<file path="src/rtl/core/pee_pkg.sv">
`default_nettype none
// ----------------------------------------------------------------------------
// pee_pkg
// Shared types and constants of the postfix expression evaluator.
// ----------------------------------------------------------------------------
package pee_pkg;

  typedef struct packed {
    logic       kind;
    logic [7:0] char_code;
  } in_word_t;

  typedef struct packed {
    logic signed [31:0] result_value;
    logic               underflow_seen;
    logic               overflow_seen;
    logic               div_zero_seen;
  } out_word_t;

  localparam logic [7:0] CH_ZERO  = 8'h30;
  localparam logic [7:0] CH_NINE  = 8'h39;
  localparam logic [7:0] CH_COMMA = 8'h2C;
  localparam logic [7:0] CH_PLUS  = 8'h2B;
  localparam logic [7:0] CH_MINUS = 8'h2D;
  localparam logic [7:0] CH_MUL   = 8'h2A;
  localparam logic [7:0] CH_DIV   = 8'h2F;
  localparam logic [7:0] CH_POW   = 8'h5E;
  localparam logic [3:0] TEN      = 4'd10;

  // Datapath operations.
  localparam logic [2:0] OP_ADD = 3'd0;
  localparam logic [2:0] OP_SUB = 3'd1;
  localparam logic [2:0] OP_MUL = 3'd2;
  localparam logic [2:0] OP_DIV = 3'd3;
  localparam logic [2:0] OP_POW = 3'd4;

  // Commands from the controller to the datapath.
  typedef struct packed {
    logic       digit;      // accumulate a digit into the pending number
    logic       flush;      // push the pending number if there is one
    logic       pop_r;      // pop the right operand
    logic       pop_l;      // pop the left operand
    logic       pop_res;    // pop the final value into the output
    logic       start;      // start the arithmetic unit
    logic [2:0] op;
    logic       push_res;   // push the arithmetic result
    logic       clear;      // end of expression cleanup
    logic [3:0] digit_val;
  } cmd_t;

  typedef struct packed {
    logic busy;             // arithmetic unit still iterating
    logic mem_wait;         // a read of the stack is in flight
  } status_t;

endpackage
`default_nettype wire

</file>
<file path="src/rtl/core/pee_control.sv">
`default_nettype none
// ----------------------------------------------------------------------------
// pee_control
// Sequencer that turns each input word into datapath commands and holds the
// result word for the output channel.
// ----------------------------------------------------------------------------
module pee_control (
  input  wire logic              clk,
  input  wire logic              rst,
  input  wire logic              in_valid,
  output logic                   in_ready,
  input  wire pee_pkg::in_word_t in_data,
  output logic                   out_valid,
  input  wire logic              out_ready,
  output pee_pkg::out_word_t     out_data,
  output pee_pkg::cmd_t          cmd,
  input  wire pee_pkg::status_t  status,
  input  wire logic [31:0]       result,
  input  wire logic [2:0]        flags
);

  localparam logic [3:0] S_IDLE  = 4'd0;
  localparam logic [3:0] S_POPR  = 4'd1;
  localparam logic [3:0] S_POPL  = 4'd2;
  localparam logic [3:0] S_WAITL = 4'd3;
  localparam logic [3:0] S_START = 4'd4;
  localparam logic [3:0] S_RUN   = 4'd5;
  localparam logic [3:0] S_PUSH  = 4'd6;
  localparam logic [3:0] S_ENDP  = 4'd7;
  localparam logic [3:0] S_ENDW  = 4'd8;
  localparam logic [3:0] S_ENDO  = 4'd9;

  logic [3:0] state, state_next;
  logic [2:0] op, op_next;
  logic       accept;
  logic       out_free;
  logic       is_digit, is_op;
  logic [2:0] dec_op;

  assign in_ready = (state == S_IDLE);
  assign accept   = in_valid && in_ready;
  assign out_free = !out_valid || out_ready;
  assign is_digit = (in_data.char_code >= pee_pkg::CH_ZERO) &&
                    (in_data.char_code <= pee_pkg::CH_NINE);

  always_comb begin
    is_op  = 1'b1;
    dec_op = pee_pkg::OP_ADD;
    unique case (in_data.char_code)
      pee_pkg::CH_PLUS:  dec_op = pee_pkg::OP_ADD;
      pee_pkg::CH_MINUS: dec_op = pee_pkg::OP_SUB;
      pee_pkg::CH_MUL:   dec_op = pee_pkg::OP_MUL;
      pee_pkg::CH_DIV:   dec_op = pee_pkg::OP_DIV;
      pee_pkg::CH_POW:   dec_op = pee_pkg::OP_POW;
      default:           is_op  = 1'b0;
    endcase
  end

  always_comb begin
    state_next = state;
    op_next    = op;
    cmd        = '0;
    cmd.op     = op;
    unique case (state)
      S_IDLE: begin
        if (accept) begin
          if (in_data.kind) begin
            cmd.flush  = 1'b1;
            state_next = S_ENDP;
          end else if (is_digit) begin
            cmd.digit     = 1'b1;
            cmd.digit_val = 4'(in_data.char_code - pee_pkg::CH_ZERO);
          end else begin
            cmd.flush = 1'b1;
            if (is_op) begin
              op_next    = dec_op;
              state_next = S_POPR;
            end
          end
        end
      end
      S_POPR: begin
        cmd.pop_r  = 1'b1;
        state_next = S_POPL;
      end
      S_POPL: begin
        cmd.pop_l  = 1'b1;
        state_next = S_WAITL;
      end
      S_WAITL: state_next = S_START;
      S_START: begin
        cmd.start  = 1'b1;
        state_next = S_RUN;
      end
      S_RUN: begin
        if (!status.busy) begin
          state_next = S_PUSH;
        end
      end
      S_PUSH: begin
        cmd.push_res = 1'b1;
        state_next   = S_IDLE;
      end
      S_ENDP: begin
        cmd.pop_res = 1'b1;
        state_next  = S_ENDW;
      end
      S_ENDW: state_next = S_ENDO;
      S_ENDO: begin
        // Hold here until the output register can take the result word.
        if (out_free) begin
          cmd.clear  = 1'b1;
          state_next = S_IDLE;
        end
      end
      default: state_next = S_IDLE;
    endcase
  end

  always_ff @(posedge clk) begin
    if (rst) begin
      state     <= S_IDLE;
      op        <= pee_pkg::OP_ADD;
      out_valid <= 1'b0;
    end else begin
      state <= state_next;
      op    <= op_next;
      if (state == S_ENDO && out_free) begin
        out_valid               <= 1'b1;
        out_data.result_value   <= result;
        out_data.underflow_seen <= flags[0];
        out_data.overflow_seen  <= flags[1];
        out_data.div_zero_seen  <= flags[2];
      end else if (out_valid && out_ready) begin
        out_valid <= 1'b0;
      end
    end
  end

endmodule
`default_nettype wire

</file>
<file path="config.mk">
export PLATFORM = sky130hd
export DESIGN_NAME = pee_control
export DESIGN_NICKNAME = d
export VERILOG_FILES = /design/src/rtl/core/pee_pkg.sv /design/src/rtl/core/pee_control.sv
export SDC_FILE = /design/constraint.sdc
export NUM_CORES = 1
export LEC_CHECK = 0
export ABC_AREA = 1
export BUFFER_PORTS_ARGS = -buffer_cell sky130_fd_sc_hd__buf_2
export CORE_MARGIN = 2
export CORE_UTILIZATION = 27
export CTS_BUF_LIST = sky130_fd_sc_hd__clkbuf_16
export DETAILED_ROUTE_END_ITERATION = 8
export PLACE_DENSITY = 0.64
export RECOVER_POWER = 100
export SYNTH_ARGS = -nofsm -noshare
export SYNTH_HDL_FRONTEND = slang
export SYNTH_SLANG_ARGS = --single-unit
export TNS_END_PERCENT = 30
</file>
<file path="constraint.sdc">
create_clock -name clk -period 4.4 [get_ports clk]
set_clock_uncertainty 0.15 [all_clocks]
set_input_delay 0.88 -clock clk [delete_from_list [all_inputs] [get_ports clk]]
set_output_delay 0.88 -clock clk [all_outputs]
set_load 0.01 [all_outputs]
</file>
Yosys cells after proc, flatten, opt, wreduce, memory -nomap -nowiden
Cells that the tools add are included.
{ "classes": {"magnitude_cmp": 2, "muxes": 28, "reduce_logical": 12, "eq_ne": 19, "n_addsub": 1, "bitwise_logic": 3} }
{ "op_table": {"columns": ["operator", "count"], "rows": [
  ["4-bit two-way mux", 10],
  ["4-bit case mux with 9 select lines", 1],
  ["8-bit by 6-bit == test with 1-bit output (second input constant)", 4],
  ["4-bit by 3-bit == test with 1-bit output (second input constant)", 4],
  ["1-bit two-way mux", 14],
  ["3-bit case mux with 4 select lines", 1],
  ["5-bit AND reduction", 2],
  ["4-bit by 2-bit == test with 1-bit output (second input constant)", 2],
  ["4-bit == test (second input constant)", 2],
  ["8-bit by 7-bit == test with 1-bit output (second input constant)", 1],
  ["8-bit by 6-bit >= comparator with 1-bit output (second input constant)", 1],
  ["8-bit by 6-bit less-or-equal comparator with 1-bit output (second input constant)", 1],
  ["5-bit OR reduction", 1],
  ["4-bit by 1-bit == test with 1-bit output (second input constant)", 1],
  ["1-bit logical AND", 4],
  ["4-bit logical NOT", 1],
  ["2-bit two-way mux", 2],
  ["2-bit != test (second input constant)", 2],
  ["4-bit by 1-bit subtractor with 4-bit output (second input constant)", 1],
  ["3-bit by 1-bit != test with 1-bit output (second input constant)", 1],
  ["3-bit != test (second input constant)", 1],
  ["1-bit inverter", 3],
  ["2-bit by 1-bit != test with 1-bit output (second input constant)", 1],
  ["2-bit AND reduction", 1],
  ["3 further kinds", 3]
]} }
{ "totals": {"elab_cells": 72, "ff_bits": 43, "out_inout_bits": 52, "in_bits": 50} }

Logic depth before layout (Yosys ltp)
{ "logic_depth": {"depth_word": 8, "ltp_mapped": 10, "depth_no_buf": 10} }

Worst setup path after synthesis
No wires, ideal clock.
{ "synth_timing": {"path_kind": "input-to-reg", "start": "input rst", "end": "register out_data[0] (netlist name) (enable)", "required_time_ns": 3.779, "setup_ns": 0.471, "cell_stages": 2, "slack_ns": 0.275, "arrival_ns": 3.504, "n_path_buf": 1, "cell_sequence": "buf_1 > nor3_1"} }
{ "synth_via": {"elab_chain_cells": 2} }
{ "synth_rtl": {"columns": ["element", "line", "text"], "rows": [
  ["start, declared", "pee_control.sv:9", "input wire logic rst,"],
  ["1-bit inverter (no source line)", null, null],
  ["2-bit AND reduction (no source line)", null, null],
  ["end, declared", "pee_control.sv:15", "output pee_pkg::out_word_t out_data,"]
]} }
Every way passes these cells.
A chain may end at the register's enable or synchronous reset.

==> run_results.csv <==
group,metric,value,unit
status,outcome,"finished, violations left",
status,violations,"max-capacitance violations, max-slew violations",
logic_synthesis,async_reset_ff_share,0,%
power_and_ir_drop,p_int,741,uW
critical_path,worstSetupEndpointType,"primary output",
sta,post-route-period-util,70.5,%
sta,fmax,0.322,GHz
floorplan,start_util,27.5,%
power_and_ir_drop,power_switching,291,uW
sta,relSlewSlack,-19.2,%
power_and_ir_drop,p_comb_share,21.1,%
global_routing,grt_first_pass_wirelength,5940,um
layout,antenna_cells,0,
sta,hold_violations,0,
detailed_routing,ant_nets,0,
power_and_ir_drop,p_leak,0.940,nW
global_routing,gr-total-overflow,0,
power_and_ir_drop,powerDensity,435,mW/mm2
place,detailed_place_hpwl,3030,um
layout,final_core_util,38.0,%
critical_path,worstSetupPathType,"primary input to primary output",
sta,setup_viol,0,
place,io_buffers,100,
logic_synthesis,netlist_instances,150,
layout,multiInputGateArea,412,um2
critical_path,critPathRequiredTime,3370,ps
layout,num-nets-final,307,
logic_synthesis,synth_edf_count,35,
sta,grt_setup_unrepaired,"no",
sta,tightest_slew,1790,ps
critical_path,crit_path_max_fanout,4,
layout,drive_gt1_share,25.2,%
critical_path,arrival,2070,ps
sta,finalSetupTns,0,ps
hold_path,worstHoldPathType,"flip-flop to flip-flop",
clock_network,cts_buffers,5,
logic_synthesis,seq_area_frac_synth,70.7,%
detailed_routing,drtPass1Iterations,3,
logic_synthesis,ys_ff_latch,43,
global_routing,grt_use_met3,3.96,%
clock_network,cts_tree,"yes",
clock_network,cts_setup_buffers,0,
clock_network,post_cts_resized,0,
detailed_routing,vias,1398,
layout,seqCellArea,0.00121,mm2
floorplan,ios,102,
global_routing,grt-busiest-layer,"met2",
clock_network,clock_latency,270,ps
global_routing,use_met1,12.5,%
floorplan,dieWidth,83.7,um
sta,drv_slew,36,
layout,syn_to_final_growth,38.4,%
clock_network,ctsRootBufferMaster,"clkbuf_16",
global_routing,track_usage,10.8,%
logic_synthesis,synth_cell_types,23,
detailed_routing,vias_per_cell,4.17,
sta,fin_crit,3100,ps
floorplan,die_y,83.7,um
power_and_ir_drop,swShare,28.2,%
clock_network,hold_buffers,0,
critical_path,worst-r2r-cell-count,5,
logic_synthesis,synth_top_area_share,61.3,%
job,cap_violations,1,
power_and_ir_drop,peakVddDrop,0.197,mV
clock_network,cts_sinks,43,
floorplan,row_count,29,
detailed_routing,drc_errors,0,
floorplan,fp.coreArea,0.00624,mm2
clock_network,clk_path_buf_depth,2,
logic_synthesis,netlist_area,0.00171,mm2
global_routing,grt_util_met2,17.8,%
global_routing,antenna_found_initial,0,
power_and_ir_drop,clkPwrFrac,33.3,%
clock_network,h-tree-depth,2,
detailed_routing,wl_per_cell,11.4,um
layout,fillers,659,
hold_path,min_path_cells,2,
logic_synthesis,synth_area_leaders,"edfxtp_1 61%, dfxtp_1 9.3%, nor2_1 5.5%",
power_and_ir_drop,power_frac_seq,45.6,%
logic_synthesis,syn_avg_cell_area,11.4,um2
global_routing,grt_max_degree,36,
global_routing,grt_pass1_vias,1274,
logic_synthesis,synth_ff_type,"edfxtp_1",
logic_synthesis,postSynthNetCount,200,
logic_synthesis,ys_warn_count,0,
detailed_routing,finalWirelength,3820,um
critical_path,worst_setup_path_start_kind,"primary input",
place,gp_congestion,0.782,
floorplan,die_area,0.00700,mm2
clock_network,clk_pin_slew,60,ps
logic_synthesis,yosys.area.top_type,"edfxtp_1",
detailed_routing,drtIter0Drc,47,
## area by class of cell
cell class | instances | share of cell area, %
Clock inverter | 3 | 0.686
Timing Repair Buffer | 101 | 18.6
Multi-Input combinational cell | 87 | 17.4
Inverter | 19 | 3.01
Sequential cell | 43 | 51.1
Tap cell | 77 | 4.06
Clock buffer | 5 | 5.27
## per-stage QoR
stage          setup WS (ps)  total power [mW]  cells  hold slack, ps  area, um2
2_1_floorplan            275             0.632    150             334       1710
3_3_place_gp            1470             0.706    327             296       2320
3_5_place_dp            1450             0.708    327             302       2320
4_1_cts                 1430              1.06    335             313       2460
5_1_grt                 1170              1.09    335             335       2370
6_report                1300              1.03    335             314       2370
## logic make-up (layout without fill, tap and decap cells)
| family | after synthesis | in the layout | share of synthesized area, % |
|---|---|---|---|
| buffers and inverters | 20 | 128 | 4.38 |
| and+or+nand+nor | 72 | 72 | 19.8 |
| DFF | 43 | 43 | 70.7 |
| AOI/OAI and AO/OA | 15 | 15 | 5.18 |
## flip-flops by register name, summed over array words and instances (netlist names)
register / count
op: 3
state: 4
out_valid: 1
out_data: 35
## power groups by stage
stage,Combinational (mW),Sequential [mW],Clock [mW]
floorplan,0.154,0.478,0
global placement,0.227,0.479,0
detailed placement,0.229,0.479,0
CTS,0.230,0.471,0.358
global route,0.250,0.472,0.372
finish,0.218,0.470,0.343
## layer usage
metal | up-vias | share of wire, %
met5 | - | 0
met4 | 0 | 1.8
met3 | 5 | 11
met2 | 79 | 44
met1 | 594 | 44
li1 | 720 | -
## worst paths after layout
path                                             from                endpoint  slack (ps)
worst max-delay path                       in_data[7]                  cmd[2]        1300
worst min-delay path               op[1]$_SDFFE_PP0P_      op[1]$_SDFFE_PP0P_         310
worst max register to register  state[0]$_SDFFE_PP0P_  out_data[14]$_DFFE_PP_        1710
worst min register to register     op[1]$_SDFFE_PP0P_      op[1]$_SDFFE_PP0P_         310
## synthesized netlist by cell type, types with 3 or more instances
cell type / number
nor2_1: 25
edfxtp_1: 35
nor2_2: 4
nor3_1: 6
nand2_1: 22
inv_1: 17
nand3_1: 4
a21oi_1: 6
dfxtp_1: 8
nand2_2: 3
## placed cells by master (no fill, tap or decap), drive strengths merged
cell and count:
clkbuf 57, buf 49, edfxtp 35, nor2 31, nand2 25, inv 20
dfxtp 8, a21oi 7, nand3 6, nor3 6, o21ai 4, o211ai 2
nand4 2, and2 1, nand3b 1, a211oi 1, o21a 1, clkinvlp 1
clkinv 1
## worst max-delay path, cell delays in order
cell	delay, ps
buf_2	110
nor2_1	120
nand3_1	90
a21oi_1	320
inv_1	100
nor2_1	150
inv_2	70
nor2_1	90
clkbuf_1	150
(Power assumes the default switching activity.)
